--- config.mk ---
export PLATFORM = sky130hd
export DESIGN_NAME = tlv_parameter_walker_flat
export DESIGN_NICKNAME = d
export VERILOG_FILES = /design/src/hw/rtl/tlvw_pkg.sv /design/src/hw/rtl/tlvw_if.sv /design/src/hw/rtl/tlv_parameter_walker.sv /design/src/flat_wrapper.sv
export SDC_FILE = /design/constraint.sdc
export NUM_CORES = 1
export LEC_CHECK = 0
export ABC_AREA = 1
export ABC_CLOCK_PERIOD_IN_PS = 19650
export BUFFER_PORTS_ARGS = -buffer_cell sky130_fd_sc_hd__buf_2
export CAP_MARGIN = 20
export CORE_MARGIN = 4
export CORE_UTILIZATION = 40
export DETAILED_ROUTE_END_ITERATION = 16
export SYNTH_ARGS = -nofsm -noshare
export SYNTH_HDL_FRONTEND = slang
export SYNTH_SLANG_ARGS = --single-unit
--- constraint.sdc ---
create_clock -name clk_i -period 19.65 [get_ports clk_i]
set_clock_uncertainty 0.05 [all_clocks]
set_input_delay 1.965 -clock clk_i [delete_from_list [all_inputs] [get_ports clk_i]]
set_output_delay 1.965 -clock clk_i [all_outputs]
set_load 0.01 [all_outputs]
--- src/hw/rtl/tlvw_pkg.sv ---
package tlvw_pkg;

  // header is a 16-bit type followed by a 16-bit length
  localparam int unsigned HdrBytes = 4;

  typedef enum logic [1:0] {
    KindDesc   = 2'd0,
    KindAccept = 2'd1,
    KindShort  = 2'd2,
    KindBadLen = 2'd3
  } kind_e;

  typedef enum logic [2:0] {
    PhIdle   = 3'b001,
    PhHeader = 3'b010,
    PhBody   = 3'b100
  } phase_e;

  typedef struct packed {
    kind_e       kind;
    logic [15:0] param_type;
    logic [15:0] param_offset;
    logic [15:0] param_length;
    logic        last;
  } result_t;

endpackage

--- src/hw/rtl/tlvw_if.sv ---
interface tlvw_in_if;
  logic        valid;
  logic        ready;
  logic        action;
  logic [15:0] block_length;
  logic [7:0]  data_byte;

  modport source (output valid, output action, output block_length, output data_byte,
                  input ready);
  modport sink (input valid, input action, input block_length, input data_byte,
                output ready);
endinterface

interface tlvw_out_if;
  logic                valid;
  logic                ready;
  tlvw_pkg::kind_e     kind;
  logic [15:0]         param_type;
  logic [15:0]         param_offset;
  logic [15:0]         param_length;
  logic                last;

  modport source (output valid, output kind, output param_type, output param_offset,
                  output param_length, output last, input ready);
  modport sink (input valid, input kind, input param_type, input param_offset,
                input param_length, input last, output ready);
endinterface

--- src/hw/rtl/tlv_parameter_walker.sv ---
// channel | dir | payload                                          | results per beat
// in_i    | in  | action, block_length, data_byte                  | 0, 1 or 2
// out_o   | out | kind, param_type, param_offset, param_length, last | one per beat
//
// one input beat is taken per cycle while ready is high; its results land in a 4-entry result
// queue on the next edge and can leave on that following cycle
// ready on in_i depends only on the queue fill (at most 2 held), so a beat
// that makes two results never overflows and a stalled output stops input
// reset clears the walker to idle and empties the queue
module tlv_parameter_walker (
  input  logic       clk_i,
  input  logic       rst_ni,
  tlvw_in_if.sink    in_i,
  tlvw_out_if.source out_o
);

  // walker state
  tlvw_pkg::phase_e phase_q, phase_d;
  logic [15:0]      rem_q, rem_d;        // block bytes not yet received
  logic [1:0]       hdr_idx_q, hdr_idx_d;
  logic [15:0]      cur_type_q, cur_type_d;
  logic [15:0]      cur_len_q, cur_len_d;
  logic [15:0]      start_q, start_d;    // offset of the current parameter
  logic [15:0]      body_q, body_d;      // value and pad bytes left to skip

  // results produced by the beat on the input
  tlvw_pkg::result_t res0, res1;
  logic [1:0]        n_res;

  // result queue
  tlvw_pkg::result_t fifo_q [4];
  logic [1:0]        wr_ptr_q, rd_ptr_q;
  logic [2:0]        count_q;

  logic in_fire, out_fire;

  // scratch for the header close-out
  logic [15:0] len_full;
  logic [16:0] room, padded, used;
  logic        bad_len;
  logic        np_go;
  tlvw_pkg::result_t np_res;

  assign in_i.ready = (count_q <= 3'd2);
  assign in_fire    = in_i.valid & in_i.ready;
  assign out_fire   = out_o.valid & out_o.ready;

  always_comb begin
    phase_d    = phase_q;
    rem_d      = rem_q;
    hdr_idx_d  = hdr_idx_q;
    cur_type_d = cur_type_q;
    cur_len_d  = cur_len_q;
    start_d    = start_q;
    body_d     = body_q;
    res0       = '0;
    res1       = '0;
    n_res      = 2'd0;
    np_go      = 1'b0;
    np_res     = '0;
    len_full   = {cur_len_q[7:0], in_i.data_byte};
    room       = {1'b0, rem_d} + 17'(tlvw_pkg::HdrBytes);
    padded     = ({1'b0, len_full} + 17'd3) & ~17'd3;
    used       = '0;
    bad_len    = 1'b0;

    if (!in_i.action) begin
      // begin: open a new block, abandoning any block in progress
      rem_d   = in_i.block_length;
      start_d = '0;
      body_d  = '0;
      np_go   = 1'b1;
    end else begin
      case (phase_q)
        tlvw_pkg::PhHeader: begin
          if (rem_q != '0) rem_d = rem_q - 16'd1;
          if (!hdr_idx_q[1]) cur_type_d = {cur_type_q[7:0], in_i.data_byte};
          else               cur_len_d  = len_full;
          hdr_idx_d = hdr_idx_q + 2'd1;
          room      = {1'b0, rem_d} + 17'(tlvw_pkg::HdrBytes);
          if (hdr_idx_q == 2'd3) begin
            bad_len = (len_full < 16'(tlvw_pkg::HdrBytes)) || ({1'b0, len_full} > room);
            if (bad_len) begin
              res0.kind         = tlvw_pkg::KindBadLen;
              res0.param_offset = start_q;
              res0.param_length = len_full;
              n_res             = 2'd1;
              phase_d           = tlvw_pkg::PhIdle;
            end else begin
              // block may end inside the final padding
              used              = (padded < room) ? padded : room;
              res0.kind         = tlvw_pkg::KindDesc;
              res0.param_type   = cur_type_q;
              res0.param_offset = start_q;
              res0.param_length = len_full;
              n_res             = 2'd1;
              body_d            = 16'(used - 17'(tlvw_pkg::HdrBytes));
              start_d           = start_q + used[15:0];
              if (body_d == '0) np_go = 1'b1;
              else              phase_d = tlvw_pkg::PhBody;
            end
          end
        end
        tlvw_pkg::PhBody: begin
          if (rem_q != '0)  rem_d  = rem_q - 16'd1;
          if (body_q != '0) body_d = body_q - 16'd1;
          if (body_d == '0) np_go = 1'b1;
        end
        default: begin
          // idle: stray data bytes are dropped
        end
      endcase
    end

    // end of a parameter or start of a block: accepted, short tail or next header
    if (np_go) begin
      if (rem_d < 16'(tlvw_pkg::HdrBytes)) begin
        np_res.kind         = (rem_d == '0) ? tlvw_pkg::KindAccept : tlvw_pkg::KindShort;
        np_res.param_offset = start_d;
        phase_d             = tlvw_pkg::PhIdle;
        if (n_res == 2'd0) res0 = np_res;
        else               res1 = np_res;
        n_res = n_res + 2'd1;
      end else begin
        phase_d    = tlvw_pkg::PhHeader;
        hdr_idx_d  = '0;
        cur_type_d = '0;
        cur_len_d  = '0;
      end
    end

    // mark the final result of this beat
    if (n_res == 2'd1) res0.last = 1'b1;
    if (n_res == 2'd2) res1.last = 1'b1;
  end

  always_ff @(posedge clk_i or negedge rst_ni) begin
    if (!rst_ni) begin
      phase_q    <= tlvw_pkg::PhIdle;
      rem_q      <= '0;
      hdr_idx_q  <= '0;
      cur_type_q <= '0;
      cur_len_q  <= '0;
      start_q    <= '0;
      body_q     <= '0;
    end else if (in_fire) begin
      phase_q    <= phase_d;
      rem_q      <= rem_d;
      hdr_idx_q  <= hdr_idx_d;
      cur_type_q <= cur_type_d;
      cur_len_q  <= cur_len_d;
      start_q    <= start_d;
      body_q     <= body_d;
    end
  end

  // queue pointers and fill
  always_ff @(posedge clk_i or negedge rst_ni) begin
    if (!rst_ni) begin
      wr_ptr_q <= '0;
      rd_ptr_q <= '0;
      count_q  <= '0;
    end else begin
      if (in_fire) wr_ptr_q <= wr_ptr_q + n_res;
      if (out_fire) rd_ptr_q <= rd_ptr_q + 2'd1;
      count_q <= count_q + (in_fire ? {1'b0, n_res} : 3'd0) - {2'b0, out_fire};
    end
  end

  // queue payload, no reset needed
  always_ff @(posedge clk_i) begin
    if (in_fire && n_res != 2'd0) fifo_q[wr_ptr_q] <= res0;
    if (in_fire && n_res == 2'd2) fifo_q[wr_ptr_q + 2'd1] <= res1;
  end

  assign out_o.valid        = (count_q != '0);
  assign out_o.kind         = fifo_q[rd_ptr_q].kind;
  assign out_o.param_type   = fifo_q[rd_ptr_q].param_type;
  assign out_o.param_offset = fifo_q[rd_ptr_q].param_offset;
  assign out_o.param_length = fifo_q[rd_ptr_q].param_length;
  assign out_o.last         = fifo_q[rd_ptr_q].last;

endmodule

--- src/flat_wrapper.sv ---
// flat-port wrapper written by rule: the top's interface ports become plain ports
module tlv_parameter_walker_flat 
  (clk_i, rst_ni, in_i_valid, in_i_action, in_i_block_length, in_i_data_byte, in_i_ready, out_o_valid, out_o_kind, out_o_param_type, out_o_param_offset, out_o_param_length, out_o_last, out_o_ready);
  tlvw_in_if in_i_i ();
  tlvw_out_if out_o_i ();
  input  logic clk_i;
  input  logic rst_ni;
  input wire logic [$bits(in_i_i.valid)-1:0] in_i_valid;
  input wire logic [$bits(in_i_i.action)-1:0] in_i_action;
  input wire logic [$bits(in_i_i.block_length)-1:0] in_i_block_length;
  input wire logic [$bits(in_i_i.data_byte)-1:0] in_i_data_byte;
  output wire logic [$bits(in_i_i.ready)-1:0] in_i_ready;
  output wire logic [$bits(out_o_i.valid)-1:0] out_o_valid;
  output wire logic [$bits(out_o_i.kind)-1:0] out_o_kind;
  output wire logic [$bits(out_o_i.param_type)-1:0] out_o_param_type;
  output wire logic [$bits(out_o_i.param_offset)-1:0] out_o_param_offset;
  output wire logic [$bits(out_o_i.param_length)-1:0] out_o_param_length;
  output wire logic [$bits(out_o_i.last)-1:0] out_o_last;
  input wire logic [$bits(out_o_i.ready)-1:0] out_o_ready;
  assign in_i_i.valid = in_i_valid;
  assign in_i_i.action = in_i_action;
  assign in_i_i.block_length = in_i_block_length;
  assign in_i_i.data_byte = in_i_data_byte;
  assign in_i_ready = in_i_i.ready;
  assign out_o_valid = out_o_i.valid;
  assign out_o_kind = out_o_i.kind;
  assign out_o_param_type = out_o_i.param_type;
  assign out_o_param_offset = out_o_i.param_offset;
  assign out_o_param_length = out_o_i.param_length;
  assign out_o_last = out_o_i.last;
  assign out_o_i.ready = out_o_ready;
  tlv_parameter_walker u_core (.clk_i(clk_i), .rst_ni(rst_ni), .in_i(in_i_i), .out_o(out_o_i));
endmodule
==> qor.yml, run 1 <==
status:
  run_status: "finished, final reports clean"
cts:
  cts_hold_repair.buffers: 0
  clk_latency_ps: 550
  path_clk_slew_ps: 60
  h-tree-depth: 2
  clock_tree_sinks: 288
  cts.repair.resized: 0
  root_buffer: "clkbuf_16"
  tritoncts: "yes"
  cts_max_path_buffers: 3
  numCtsBuffers: 36
  cts_setup_buffers: 0
layout:
  area.growth.synth_to_final_pct: 7.64
  final_layout_size_suffix_gt1_frac: 0.118
  finalNonFillerCells: 3424
  num-nets-final: 2820
  nFillCells: 4971
  diodes_inserted: 0
global_route:
  grt_pass1_vias: 17404
  grt.total_usage: 0.221
  antenna_found_initial: 0
  grt_start_max_net_pins: 157
  grt_first_pass_wirelength_mm: 95.0
  globalRoute.totalOverflow: 0
drt:
  dr.first_iter.drc_count: 1740
  via_count: 18501
  drt_wl_total_mm: 60.2
  route.detailed.wl_per_inst_um: 17.6
  dr.pass1.iters: 5
  route.detailed.vias_per_inst: 5.40
  antenna_violating_nets_post_route: 0
  drc_errors: 0
floorplanning:
  standard_cell_row_count: 80
  initial_cell_density_of_the_core: 0.408
  die_h_um: 230
  core_area_mm2: 0.0481
  die_width_um: 230
  io_pins: 82
  fp.dieArea_mm2: 0.0527
sta:
  final-setup-viol-count: 0
  max_freq_ghz: 0.116
  period_share: 0.438
  worst_pin_slew_ps: 1120
  rsz_0062_raised_after_global_routing: "false"
  timing.final.ws_setup_ps: 11050
  final_critical_path_required_period_ps: 8600
  timing.setup.tns_ps: 0
  slew-limit-headroom: 0.244
  final-max-slew-violation-count: 0
  timing.final.hold_violations: 0
pwr:
  power.switching_fraction: 0.495
  power.leakage_uw: 0.0102
  comb_power_share: 0.549
  irDropWorstVdd_mv: 0.0827
  p_seq_frac: 0.258
  p_int_uw: 1790
  switchingPower_uw: 1750
  power.density_cell_area_mw_per_mm2: 168
  share_clk_of_total_power: 0.193
synth:
  post_synth.cell_area_avg_um2: 7.10
  ys.warnings.count: 0
  ys.flop_type: "dfxtp_1"
  seq_area_frac_synth: 0.354
  postSynthNetCount: 2844
  synthArstFlopShare: 0.292
  syn-instance-count: 2765
  ys_seq_elements: 288
  synth-edff-count: 76
  mappedNetlistArea_mm2: 0.0196
  netlist-cell-type-count: 57
place:
  place.detailed.hpwl_mm: 39.3
  gp_congestion: 0.878
  dp_worst_slack_ps: 10880
  number_of_port_buffers: 81
  place.detailed.instances: 3356
flow_run:
  cap_violations: 0
worst_setup_path:
  worst-endpoint-required_ps: 20030
  cp_slowest_stage_delay_ps: 960
  path_common_cell: "nor2_1"
  endpoint_kind: "flop"
  critical_path_peak_fanout: 156
  timing.critical_path.arrival_ps: 8980
  r2r_cells: 35
  crit_path_start_kind: "flop"
  type_of_the_setup_path_with_the_least_slack: "reg -> reg"
  critical-path-slowest-cell: "buf_4"
worst_hold_path:
  min_path_type: "reg -> reg"
  worst_hold_depth: 2
-- path summary, 6_finish.rpt --
| path | from | to | slack [ps] |
|---|---|---|---|
| setup / recovery | u_core.rem_q[0] | u_core.fifo_q[3][38] | 11050 |
| hold / removal | u_core.fifo_q[2][37] | u_core.fifo_q[2][37] | 420 |
| setup reg to reg | u_core.rem_q[0] | u_core.fifo_q[3][38] | 11050 |
| hold reg to reg | u_core.fifo_q[2][37] | u_core.fifo_q[2][37] | 420 |
| max in group asynchronous | rst_ni | u_core.rd_ptr_q[0] | 17060 |
| min in group asynchronous | rst_ni | u_core.body_q[10] | 1370 |
-- flip-flops by register name (all words and copies together) (netlist names) --
| signal | count |
|---|---|
| u_core.body_q | 16 |
| u_core.count_q | 3 |
| u_core.cur_len_q | 8 |
| u_core.cur_type_q | 16 |
| u_core.fifo_q | 204 |
| u_core.hdr_idx_q | 2 |
| u_core.phase_q | 3 |
| u_core.rd_ptr_q | 2 |
| u_core.rem_q | 16 |
| u_core.start_q | 16 |
| u_core.wr_ptr_q | 2 |
-- power by group through the flow --
| stage | registers, uW | clock network [uW] | logic, uW |
|---|---|---|---|
| final | 913 | 681 | 1940 |
| after global routing | 933 | 719 | 2160 |
| after CTS | 910 | 695 | 1940 |
| after detailed placement | 920 | 0 | 1930 |
| after global placement | 915 | 0 | 1900 |
| after floorplan | 882 | 0 | 1420 |
-- placed cells by master (no fill, tap or decap), drive strengths merged, types with 76 or more instances in the layout --
cell type / synthesis / final
nor2: 409 / 409
edfxtp: 76 / 76
a21oi: 192 / 192
inv: 255 / 256
buf: 98 / 104
nand2: 657 / 657
nand3: 290 / 290
dfrtp: 83 / 83
o22ai: 78 / 78
o21ai: 226 / 226
dfxtp: 128 / 128
-- critical path, delay by kind of cell, from the launching register on --
| family | cells | cell delay, ps |
|---|---|---|
| adder cells (fa/ha/maj) | 3 | 820 |
| flip-flops | 1 | 440 |
| AO/OA/AOI/OAI | 1 | 80 |
| AND/OR/NAND/NOR | 27 | 5070 |
| XOR/XNOR | 1 | 460 |
| buffers and inverters | 3 | 1350 |
-- synth_stat cells, drive strengths merged (2+ instances only) --
| master | number | area share |
|---|---|---|
| nand2 | 657 | 0.13 |
| nor2 | 409 | 0.086 |
| nand3 | 290 | 0.084 |
| inv | 255 | 0.049 |
| o21ai | 226 | 0.058 |
| a21oi | 192 | 0.059 |
| dfxtp | 128 | 0.13 |
| buf | 98 | 0.048 |
| dfrtp | 83 | 0.11 |
| o22ai | 78 | 0.025 |
| edfxtp | 76 | 0.12 |
| clkbuf | 68 | 0.014 |
| ha | 48 | 0.031 |
| nand4 | 34 | 0.011 |
| xor2 | 32 | 0.014 |
| o211ai | 15 | 0.0057 |
| a22oi | 12 | 0.0046 |
| nor3 | 12 | 0.0031 |
| nor4 | 9 | 0.0032 |
| o21bai | 9 | 0.0034 |
| xnor2 | 6 | 0.0027 |
| a21boi | 4 | 0.0015 |
| o21a | 4 | 0.0015 |
| a31oi | 3 | 0.00096 |
| nand3b | 3 | 0.0011 |
| o221ai | 3 | 0.0013 |
| a32o | 2 | 0.0010 |
| clkinv | 2 | 0.00038 |
| fa | 2 | 0.0020 |
| or2 | 2 | 0.00064 |
-- metal layers --
layer / vias to the layer above / part of all wire / global-route usage
li1: 9103 / - / -
met1: 8646 / 0.45 / 0.297
met2: 628 / 0.45 / 0.357
met3: 124 / 0.068 / 0.0374
met4: 0 / 0.034 / 0.0833
met5: - / 0 / 0
-- area by class of cell --
type                    count  area, um^2  area share
well taps                 656         821      0.0389
inverters                 257         970      0.0459
multi-input cells        2054       10500       0.498
repair buffers            104         648      0.0307
clock buffers              53        1090      0.0515
clock inverters            12         128     0.00604
flip-flops and latches    288        6950       0.329
-- metrics by stage --
stage	total power [uW]	util	hold slack, ps	instance area, um^2
floorplan	2310	-	396	19600
global placement	2810	0.412	405	19800
detailed placement	2850	0.412	412	19800
CTS	3540	0.437	427	21100
global route	3820	0.439	443	21100
finish	3540	0.439	424	21100
-- kinds of logic (layout without fill, tap and decap cells) --
| group | after synthesis | in the layout | share of synthesized area |
|---|---|---|---|
| AOI/OAI and AO/OA | 550 | 550 | 0.163 |
| xor gates and xnor gates | 38 | 38 | 0.0170 |
| adders and majority gates | 50 | 50 | 0.0326 |
| buffers and inverters | 423 | 426 | 0.111 |
| DFF | 288 | 288 | 0.354 |
| and+or+nand+nor | 1416 | 1416 | 0.322 |
(Power assumes the default switching activity.)
==> run 2, diff against run 1 <==
ABC_CLOCK_PERIOD_IN_PS = 7400   (was 19650)
clock period = 7.4 ns   (was 19.65 ns; I/O delays follow)
==> qor.yml, run 2 (synthesis results as in run 1) <==
status:
  run_status: "finished, final reports clean"
worst_setup_path:
  cp_slowest_stage_delay_ps: 430  # -530 ps
  rr_startpoint: "u_core.rem_q[0]"
  timing.critical_path.arrival_ps: 7160  # -1820 ps
  path_common_cell: "nand2_1"
  crit_path_start_kind: "flop"
  r2r_cells: 44  # +26%
  critical-path-slowest-cell: "dfrtp_2"
  timing.critical_path.max_delay_family: "simple AND/OR/NAND/NOR gates"
  type_of_the_setup_path_with_the_least_slack: "reg -> reg"
  endpoint_kind: "flop"
  critical_path_peak_fanout: 9  # -94%
  r2r-end: "u_core.fifo_q[3][32]"
  crit_path_buffers_inverters: 5  # +2
  r2r_setup_slack_ps: 620  # -10430 ps
  worst-endpoint-required_ps: 7780  # -12250 ps
layout:
  layout.core_utilization: 0.442  # +0.00351
  multi_input_comb_area_mm2: 0.0106  # +0.45%
  largest_reg_flops: 204  # unchanged
  nFillCells: 4931  # -0.80%
  stdcell_area_mm2: 0.0213  # +0.80%
  final_layout_size_suffix_gt1_frac: 0.125  # +0.00758
  num-nets-final: 2845  # +0.89%
  max_flop_register: "u_core.fifo_q"
  layout_commonest_cell: "nand2_1"
  layout_common_cells: "627 x nand2_1, 370 x nor2_1, 264 x nand3_1"
  diodes_inserted: 0  # unchanged
  area.growth.synth_to_final_pct: 8.50
  finalNonFillerCells: 3448  # +0.70%
  final-seq-area_mm2: 0.00695  # about the same
place:
  place.detailed.instances: 3382  # +0.77%
  place.detailed.hpwl_mm: 40.6  # +3.4%
  dpl_cell_area_mm2: 0.0201  # +1.1%
  gp_congestion: 0.981  # +12%
  dp_worst_slack_ps: 229  # -10650 ps
  number_of_port_buffers: 81  # unchanged
pwr:
  p_seq_frac: 0.257  # about the same
  irDropWorstVdd_mv: 0.275  # +230%
  switchingPower_uw: 4690  # +170%
  power.leakage_uw: 0.0103  # +0.81%
  power.switching_fraction: 0.495  # about the same
  p_int_uw: 4780  # +170%
  comb_power_share: 0.556  # +0.007
  share_clk_of_total_power: 0.187  # -0.006
  power.density_cell_area_mw_per_mm2: 445  # +170%
drt:
  drt_wl_total_mm: 60.5  # +0.50%
  drc_errors: 0  # unchanged
  dr.first_iter.drc_count: 1412  # -19%
  antenna_violating_nets_post_route: 0  # unchanged
  route.detailed.vias_per_inst: 5.44  # +0.64%
  route.detailed.wl_per_inst_um: 17.6  # -0.20%
  dr.pass1.iters: 7  # +2
  via_count: 18750  # +1.3%
sta:
  period_share: 0.917  # +0.479
  worst_pin_slew_ps: 1130  # +2.48 ps
  timing.final.ws_setup_ps: 617  # -10430 ps
  timing.setup.tns_ps: 0  # unchanged
  max_freq_ghz: 0.147  # +27%
  final-setup-viol-count: 0  # unchanged
  final_critical_path_required_period_ps: 6780  # -1820 ps
  final-max-slew-violation-count: 0  # unchanged
  slew-limit-headroom: 0.250  # +0.00626
  timing.final.hold_violations: 0  # unchanged
  rsz_0062_raised_after_global_routing: "false"
global_route:
  grt_pass1_vias: 17519  # +0.66%
  antenna_found_initial: 0  # unchanged
  globalRoute.totalOverflow: 0  # unchanged
  grt_start_max_net_pins: 100  # -36%
  grt_first_pass_wirelength_mm: 96.8  # +1.9%
  grt.total_usage: 0.224  # +0.00334
floorplanning:
  core_area_mm2: 0.0481  # unchanged
  die_width_um: 230  # unchanged
  initial_cell_density_of_the_core: 0.408  # unchanged
  fp.dieArea_mm2: 0.0527  # unchanged
  die_h_um: 230  # unchanged
  standard_cell_row_count: 80  # unchanged
  io_pins: 82  # unchanged
cts:
  clock_tree_sinks: 288  # unchanged
  numCtsBuffers: 36  # unchanged
  clk_latency_ps: 560  # about the same
  path_clk_slew_ps: 60  # about the same
  root_buffer: "clkbuf_16"
  tritoncts: "yes"
  cts_max_path_buffers: 3  # unchanged
  h-tree-depth: 2  # unchanged
flow_run:
  cap_violations: 0  # unchanged
worst_hold_path:
  min_path_type: "in -> async"
run 2: cell types whose count changed in the layout (fill, tap and decap cells not counted), moves of 3 or more:
cell,previous run,this run
clkbuf_8,8,3
buf_4,20,44
clkbuf_1,7,13
buf_12,0,4
buf_16,3,0
run 2: what timing repair did:
action | in CTS | in global routing
setup buffers | 0 | 2
hold buffers | 0 | 0
endpoints found under the hold margin | 0 | 0
gates resized for setup | 0 | 14
setup endpoints to repair | 0 | 46
run 2: worst max-delay path by stage:
stage	slack (ps)	from	cells past startpoint	end
finish	620	u_core.rem_q[0]	44	u_core.fifo_q[3][32]
global route	40	u_core.rem_q[1]	42	u_core.fifo_q[0][31]
CTS	170	u_core.rem_q[0]	44	u_core.fifo_q[1][31]
detailed placement	230	u_core.rem_q[0]	44	u_core.fifo_q[1][31]
global placement	380	u_core.rem_q[0]	44	u_core.fifo_q[1][32]
floorplan	1080	u_core.rem_q[0]	48	u_core.fifo_q[0][32]
run 2: power groups by stage:
stage          clock [uW]  sequential, uW  combinational (uW)
2_1_floorplan           0            2340                3780
3_3_place_gp            0            2430                5120
3_5_place_dp            0            2440                5190
4_1_cts              1820            2420                5200
5_1_grt              1880            2480                5890
6_report             1770            2430                5270
run 2: per-stage QoR:
stage               power, uW  hold slack (ps)
global placement         7550              405
CTS                      9440             59.0
finish                   9470             85.1
global route            10300             92.1
floorplan                6120              394
detailed placement       7640              411
run 2: per-layer routing:
metal / wire (um) / GRT usage / vias up
met2: 27700 / 0.359 / 613
met5: 0 / 0 / -
met3: 3470 / 0.0255 / 94
met1: 27800 / 0.318 / 8883
li1: - / - / 9160
met4: 1560 / 0.0723 / 0
run 2: cell type report:
cell class | count | area share
Inverter | 257 | 0.0458
Timing Repair Buffer | 129 | 0.0386
Clock buffer | 52 | 0.0465
Multi-Input combinational cell | 2054 | 0.496
Tap cell | 656 | 0.0385
Clock inverter | 12 | 0.00770
Sequential cell | 288 | 0.326
